[config.mk]
export PLATFORM = sky130hd
export DESIGN_NAME = escaped_frame_builder
export DESIGN_NICKNAME = d
export VERILOG_FILES = /design/src/rtl/efb_pkg.sv /design/src/rtl/escaped_frame_builder.sv
export SDC_FILE = /design/constraint.sdc
export NUM_CORES = 1
export LEC_CHECK = 0
export BUFFER_PORTS_ARGS = -buffer_cell sky130_fd_sc_hd__buf_2
export CORE_UTILIZATION = 60
export DETAILED_ROUTE_END_ITERATION = 8
export GPL_TIMING_DRIVEN = 1
export PLACE_DENSITY = 0.94
export SYNTH_ARGS = -nofsm -noshare
export SYNTH_HDL_FRONTEND = slang
export SYNTH_SLANG_ARGS = --single-unit
[constraint.sdc]
create_clock -name clk_i -period 12.1 [get_ports clk_i]
set_input_delay 1.21 -clock clk_i [delete_from_list [all_inputs] [get_ports clk_i]]
set_output_delay 1.21 -clock clk_i [all_outputs]
set_load 0.02 [all_outputs]
[src/rtl/efb_pkg.sv]
// ----------------------------------------------------------------------------
// Escaped frame builder package
// Byte-stuffing constants, register indexes and the special-byte test.
// ----------------------------------------------------------------------------
package efb_pkg;

  localparam int unsigned ByteW    = 8;
  localparam int unsigned LenW     = 16;
  localparam int unsigned InDataW  = 48;
  localparam int unsigned CfgIdxW  = 1;

  localparam logic [ByteW-1:0] EscByte    = 8'h10;
  localparam logic [ByteW-1:0] EscOffset  = 8'h20;
  localparam logic [ByteW-1:0] StartReset = 8'h01;
  localparam logic [ByteW-1:0] EndReset   = 8'h04;

  localparam logic [CfgIdxW-1:0] RegStartByte = 1'b0;
  localparam logic [CfgIdxW-1:0] RegEndByte   = 1'b1;

  localparam logic ReqStart = 1'b0;
  localparam logic ReqData  = 1'b1;

  // True for the bytes that must travel as an escape pair.
  function automatic logic is_special(input logic [ByteW-1:0] b);
    is_special = (b == 8'h01) || (b == 8'h04) || (b == 8'h10) ||
                 (b == 8'h11) || (b == 8'h13);
  endfunction

endpackage

[src/rtl/escaped_frame_builder.sv]
// ----------------------------------------------------------------------------
// Escaped frame builder
// Turns start and payload words into a byte-stuffed frame with an additive
// checksum and configurable start and end delimiters.
// ----------------------------------------------------------------------------
//  Channel  | Direction | Signals                              | Content
//  s_axis   | in        | tvalid tready tdata[47:0] tuser      | header or payload word
//  m_axis   | out       | tvalid tready tdata[7:0] tlast tuser | one frame byte
//  cfg      | in        | cfg_valid_i cfg_ready_o idx data     | delimiter registers
//
// One output byte leaves per cycle while m_axis is ready. A payload word
// gives one byte, two when it is escaped, plus two or three for the trailer;
// a start word gives six to twelve bytes. The byte sequencer paces input: the
// next input word is taken in the cycle its predecessor's last byte enters
// the output register. Reset clears the frame state and the delimiters to
// 0x01 and 0x04. A stall on m_axis holds the output register and the sequencer.
module escaped_frame_builder (
  input  logic                                clk_i,
  input  logic                                rst_ni,
  // Input words
  input  logic                                s_axis_tvalid,
  output logic                                s_axis_tready,
  // command[7:0], version_byte[15:8], sequence_number[23:16],
  // payload_length[39:24], payload_byte[47:40]
  input  logic [efb_pkg::InDataW-1:0]         s_axis_tdata,
  // req_type[0]
  input  logic                                s_axis_tuser,
  // Output bytes
  output logic                                m_axis_tvalid,
  input  logic                                m_axis_tready,
  // out_byte[7:0]
  output logic [efb_pkg::ByteW-1:0]           m_axis_tdata,
  output logic                                m_axis_tlast,
  // frame_end[0]
  output logic                                m_axis_tuser,
  // Configuration writes
  input  logic                                cfg_valid_i,
  output logic                                cfg_ready_o,
  input  logic [efb_pkg::CfgIdxW-1:0]         cfg_index_i,
  input  logic [efb_pkg::ByteW-1:0]           cfg_data_i
);

  typedef enum logic [3:0] {
    PhStart, PhCmd, PhVer, PhSeq, PhLenHi, PhLenLo, PhData, PhSum, PhEnd
  } phase_e;

  logic [efb_pkg::ByteW-1:0] start_byte_q, end_byte_q;
  logic                      in_frame_q;
  logic [efb_pkg::LenW-1:0]  bytes_left_q;
  logic [efb_pkg::ByteW-1:0] sum_q, sum_d;

  logic                      busy_q;
  phase_e                    phase_q, phase_d;
  logic                      esc_q, esc_d;
  logic                      trailer_q;

  logic [efb_pkg::ByteW-1:0] cmd_q, ver_q, seq_q, pay_q;
  logic [efb_pkg::LenW-1:0]  len_q;

  logic                      out_valid_q, out_last_q, out_end_q;
  logic [efb_pkg::ByteW-1:0] out_data_q;

  logic                      emit_en, emit_last, emit_end, emit_add;
  logic [efb_pkg::ByteW-1:0] emit_byte, stuff_val;
  logic                      in_acc, in_start, opens_work;
  logic [efb_pkg::LenW-1:0]  in_len, left_dec;

  assign cfg_ready_o = 1'b1;

  assign emit_en       = busy_q && (!out_valid_q || m_axis_tready);
  assign s_axis_tready = !busy_q || (emit_en && emit_last);
  assign in_acc        = s_axis_tvalid && s_axis_tready;
  assign in_start      = (s_axis_tuser == efb_pkg::ReqStart);
  assign in_len        = s_axis_tdata[39:24];
  assign left_dec      = bytes_left_q - 16'd1;
  // Payload words outside a frame are taken and dropped.
  assign opens_work    = in_start || in_frame_q;

  // Value that the current stuffed phase sends.
  always_comb begin
    case (phase_q)
      PhSeq:   stuff_val = seq_q;
      PhLenHi: stuff_val = len_q[15:8];
      PhLenLo: stuff_val = len_q[7:0];
      PhData:  stuff_val = pay_q;
      default: stuff_val = sum_q;
    endcase
  end

  // Byte sequencer: picks the next byte and the phase after it.
  always_comb begin
    emit_byte = stuff_val;
    emit_last = 1'b0;
    emit_end  = 1'b0;
    emit_add  = 1'b1;
    phase_d   = phase_q;
    esc_d     = 1'b0;
    unique case (phase_q)
      PhStart: begin
        emit_byte = start_byte_q;
        emit_add  = 1'b0;
        phase_d   = PhCmd;
      end
      PhCmd: begin
        emit_byte = cmd_q;
        phase_d   = PhVer;
      end
      PhVer: begin
        emit_byte = ver_q;
        phase_d   = PhSeq;
      end
      PhSeq, PhLenHi, PhLenLo, PhData, PhSum: begin
        emit_add = (phase_q != PhSum);
        if (!esc_q && efb_pkg::is_special(stuff_val)) begin
          emit_byte = efb_pkg::EscByte;
          esc_d     = 1'b1;
        end else begin
          if (esc_q) begin
            emit_byte = stuff_val + efb_pkg::EscOffset;
          end
          unique case (phase_q)
            PhSeq:   phase_d = PhLenHi;
            PhLenHi: phase_d = PhLenLo;
            PhSum:   phase_d = PhEnd;
            default: begin
              if (trailer_q) begin
                phase_d = PhSum;
              end else begin
                emit_last = 1'b1;
              end
            end
          endcase
        end
      end
      PhEnd: begin
        emit_byte = end_byte_q;
        emit_add  = 1'b0;
        emit_end  = 1'b1;
        emit_last = 1'b1;
      end
      default: begin
        emit_last = 1'b1;
      end
    endcase
  end

  always_comb begin
    sum_d = sum_q;
    if (emit_en) begin
      if (phase_q == PhStart) begin
        sum_d = '0;
      end else if (emit_add) begin
        sum_d = sum_q + emit_byte;
      end
    end
  end

  always_ff @(posedge clk_i or negedge rst_ni) begin
    if (!rst_ni) begin
      start_byte_q <= efb_pkg::StartReset;
      end_byte_q   <= efb_pkg::EndReset;
      in_frame_q   <= 1'b0;
      bytes_left_q <= '0;
      sum_q        <= '0;
      busy_q       <= 1'b0;
      phase_q      <= PhStart;
      esc_q        <= 1'b0;
      trailer_q    <= 1'b0;
      out_valid_q  <= 1'b0;
      out_last_q   <= 1'b0;
      out_end_q    <= 1'b0;
    end else begin
      if (cfg_valid_i && cfg_ready_o) begin
        case (cfg_index_i)
          efb_pkg::RegStartByte: start_byte_q <= cfg_data_i;
          default:               end_byte_q   <= cfg_data_i;
        endcase
      end

      sum_q <= sum_d;

      if (emit_en) begin
        out_valid_q <= 1'b1;
        out_last_q  <= emit_last;
        out_end_q   <= emit_end;
      end else if (m_axis_tready) begin
        out_valid_q <= 1'b0;
      end

      // Frame bookkeeping runs at acceptance, ahead of the bytes it causes.
      if (in_acc && opens_work) begin
        busy_q <= 1'b1;
        esc_q  <= 1'b0;
        if (in_start) begin
          phase_q      <= PhStart;
          bytes_left_q <= in_len;
          in_frame_q   <= (in_len != '0);
          trailer_q    <= (in_len == '0);
        end else begin
          phase_q      <= PhData;
          bytes_left_q <= left_dec;
          in_frame_q   <= (left_dec != '0);
          trailer_q    <= (left_dec == '0);
        end
      end else if (emit_en) begin
        phase_q <= phase_d;
        esc_q   <= esc_d;
        if (emit_last) begin
          busy_q <= 1'b0;
        end
      end
    end
  end

  always_ff @(posedge clk_i) begin
    if (emit_en) begin
      out_data_q <= emit_byte;
    end
    if (in_acc) begin
      cmd_q <= s_axis_tdata[7:0];
      ver_q <= s_axis_tdata[15:8];
      seq_q <= s_axis_tdata[23:16];
      len_q <= in_len;
      pay_q <= s_axis_tdata[47:40];
    end
  end

  assign m_axis_tvalid = out_valid_q;
  assign m_axis_tdata  = out_data_q;
  assign m_axis_tlast  = out_last_q;
  assign m_axis_tuser  = out_end_q;

  // The end delimiter always closes the run of its word.
  a_end_is_last: assert property (@(posedge clk_i) disable iff (!rst_ni)
    m_axis_tvalid |-> (!m_axis_tuser || m_axis_tlast))
    else $error("end delimiter without tlast");

  // A new word is only taken while busy when the last byte is leaving.
  a_ready_overlap: assert property (@(posedge clk_i) disable iff (!rst_ni)
    (busy_q && s_axis_tready) |-> (emit_en && emit_last))
    else $error("input taken mid-run");

  // The escape half only exists in a stuffed phase.
  a_esc_phase: assert property (@(posedge clk_i) disable iff (!rst_ni)
    esc_q |-> (phase_q == PhSeq || phase_q == PhLenHi || phase_q == PhLenLo ||
               phase_q == PhData || phase_q == PhSum))
    else $error("escape pending in an unstuffed phase");

endmodule

==> metrics.csv <==
stage,metric,value,unit
global_route,grt_antenna_before_repair,0,
final_layout,fillCellCount,708,
power_and_ir_drop,power_density,270,nW/um2
clocking,hold_buffers,0,
clocking,cts-root-buf,clkbuf_8,
synth,synth-edff-count,56,
place,place_hpwl,10300,um
synth,syn_area_per_cell,10.8,um2
place,dpl_worst_slack,7.01,ns
timing,rsz0062_at_grt,no,
synth,synth_top_family_by_area,compound AO/OA/AOI/OAI gates,
clocking,htree_levels,3,
drt,postRouteWirelength,14100,um
final_layout,finish.net_count,672,
drt,vias,4762,
final_layout,diodes,0,
synth,synthArstFlopShare,47.7,%
synth,synth_xor_area_share,1.36,%
drt,first_pass_iters,5,
clocking,cts_tree,yes,
critical_path,worst-path-max-fanout,25,
power_and_ir_drop,peakVddDrop,0.000141,V
clocking,clk_pin_slew,0.11,ns
clocking,cts_buffers,9,
die,fp.dieArea,10100,um2
die,design.core.area,9330,um2
timing,clock-skew-final,0.0155,ns
final_layout,syn2layout_area_growth,10.4,%
place,finalWeightedCongestion,0.982,
synth,synth_cell_types,78,
status,status,completed,
die,initial_core_util,62.3,%
timing,fin_crit_sh,43.2,%
synth,synthCells,536,
drt,vias_per_cell,6.51,
die,placementRows,35,
timing,fmax,191,MHz
synth,netlist_top_cells_area,"edfxtp_1 29%, dfrtp_1 21%, mux2_2 3.1%, nand2_1 3.1%, a21oi_1 2.4%",
critical_path,worstSetupStartpointType,register,
global_route,grt_pass1_wl,23100,um
drt,first_iter_violations,295,
global_route,grtUsageTotal,30.3,%
synth,ys_seq_area_share,51.0,%
power_and_ir_drop,leakage,2.58,nW
final_layout,drive_gt1_share,22.9,%
critical_path,required,12.33,ns
synth,ys_seq_elements,107,
synth,synthAdderAreaFrac,2.67,%
synth,yosysWarnings,0,
worst_hold_path,hold_path_class,register to register,
critical_path,critPathKind,register to register,
global_route,grt_max_degree,52,
critical_path,crit_arrival,5.45,ns
timing,fin_crit,5.23,ns
clocking,postCtsSetupRepairBufs,0,
timing,final_max_slew_viol_count,0,
timing,fin_setup_tns,0,ns
timing,max-slew-margin-rel,28.2,%
synth,synthesis.nets,610,
timing,worst_slack,6.87,ns
clocking,cts.sinks,107,
clocking,clk_latency,0.39,ns
die,ioPinCount,76,
drt,routedWlPerCell,19.3,um
synth,yosysTopAreaCellShare,29.0,%
clocking,cts_resized,0,
synth,synth_area,5810,um2
die,die_h,100,um
synth,synth_compound_area_share,21.5,%
run,maxCapViolations,0,
synth,ys.flop_type,edfxtp_1,
drt,post-route-drc-count,0,
clocking,clk_path_buf_depth,2,
global_route,grt_pass1_vias,4665,
global_route,grt_overflow,0,
die,die_w,100,um
timing,setup_viol,0,
timing,worst_slew_pin_slew,1.07,ns
synth,synth.largest_area_cell,edfxtp_1,
timing,hold_viol,0,
synth,synth_mux_area_share,4.83,%
place,portBuffers,74,
critical_path,cp-end-kind,register,
drt,drtAntennaViolNets,0,
synth,synthSimpleGateAreaFrac,14.1,%
worst max-delay path, stage by stage, from the launching register on:
cell,delay [ns]
dfrtp_1,0.80
buf_4,0.40
and2b_1,0.30
a221oi_1,0.12
o32a_2,0.46
and4_4,0.19
nor3_1,0.28
o21ai_1,0.19
and2_1,0.23
o21ai_0,0.26
ha_1,0.30
a21o_1,0.15
a21oi_1,0.23
nor2b_1,0.08
o21a_1,0.19
o41ai_1,0.46
nor2_1,0.09
mux2i_1,0.18
o311ai_1,0.13
placed cells by master (no fill, tap or decap), types with 7 or more instances in the layout:
cell / count
dfrtp_1: 49
o22ai_1: 8
nor4_1: 9
nand3_1: 8
mux2_2: 16
nor3_1: 14
o32ai_1: 8
o21ai_1: 9
nor2b_1: 11
a21oi_1: 28
buf_2: 74
edfxtp_1: 56
o21ai_0: 28
nor3b_1: 7
nand2_1: 48
clkbuf_8: 9
inv_1: 28
ha_1: 10
nand2b_1: 8
a22oi_1: 10
mux2i_1: 10
nor2_1: 29
final timing paths:
check | start | to | slack [ns] | depth (start not counted)
max | phase_q[1]$_DFFE_PN0P_ | sum_q[7]$_DFFE_PN0P_ | 6.87 | 18
max reg2reg | phase_q[1]$_DFFE_PN0P_ | sum_q[7]$_DFFE_PN0P_ | 6.87 | 18
min | m_axis_tlast$_DFFE_PN0P_ | m_axis_tlast$_DFFE_PN0P_ | 0.50 | 2
max in group asynchronous | rst_ni | sum_q[4]$_DFFE_PN0P_ | 10.69 | 2
min in group asynchronous | rst_ni | bytes_left_q[9]$_DFFE_PN0P_ | 0.92 | 2
min reg2reg | m_axis_tlast$_DFFE_PN0P_ | m_axis_tlast$_DFFE_PN0P_ | 0.50 | 2
logic make-up after synthesis:
kind of cell,after synthesis
AOI/OAI and AO/OA,166
and+or+nand+nor,158
DFF,107
buffers and inverters,57
muxes,26
adders and majority gates,12
xor gates and xnor gates,9
other,1
synth_stat cells (3+ instances only):
library cell and number:
a21oi_1 28, buf_4 5, a22oi_1 10, o21ai_1 9, o32ai_1 8, clkbuf_1 13
a21o_1 5, o31ai_1 3, nor3b_1 7, a2bb2oi_2 5, a2bb2oi_1 3, xnor2_1 6
edfxtp_1 56, mux2_2 16, nand2b_1 8, nor4_1 9, nand3_1 8, xor2_1 3
a31oi_1 4, buf_6 4, dfrtp_1 49, mux2i_1 10, ha_1 10, a22o_1 6
o22ai_1 8, o21ai_0 28, nand3b_1 3, buf_1 5, and3_1 3, nand2_1 48
nor2_1 29, o311ai_1 3, inv_1 28, nand4_1 3, or3_1 5, nor2b_1 11
a221oi_1 5, o2bb2ai_1 3, nor3_1 14, o211ai_1 3
power breakdown:
group          leakage (nW)  switching, mW  internal [mW]
sequential             1.13          0.119          0.520
combinational          1.37          0.526          0.362
clock                0.0923          0.126         0.0792
through the flow:
stage | power (mW) | cell area [um2] | hold slack [ns] | instances | util [%]
global route | 1.84 | 6410 | 0.529 | 732 | 68.7
floorplan | 1.30 | 5810 | 0.451 | 536 | -
finish | 1.73 | 6410 | 0.499 | 732 | 68.7
CTS | 1.72 | 6410 | 0.502 | 732 | 68.7
detailed placement | 1.51 | 6230 | 0.472 | 716 | 66.8
global placement | 1.47 | 6230 | 0.464 | 716 | 66.8
area by class of cell:
type,instances,area (um2),share of cell area (%)
clock buffer,11,131,2.05
clock inverter,5,46.3,0.722
inverter,28,105,1.64
multi-input combinational,372,2590,40.4
sequential,107,2960,46.2
tap,129,161,2.52
timing repair buffer,80,415,6.48
registers in the layout (all words and copies together) (netlist names), 4 cells and up:
signal,flops
ver_q,8
pay_q,8
len_q,16
phase_q,4
m_axis_tdata,8
seq_q,8
end_byte_q,8
bytes_left_q,16
cmd_q,8
start_byte_q,8
sum_q,8
per-layer routing:
metal | GRT usage, % | share of wire [%] | vias to the layer above
li1 | - | - | 2147
met1 | 38.4 | 40 | 2308
met2 | 48.8 | 49 | 256
met3 | 6.62 | 8.3 | 51
met4 | 15.9 | 3.3 | 0
met5 | 0 | 0 | -
(Power assumes the default switching activity.)
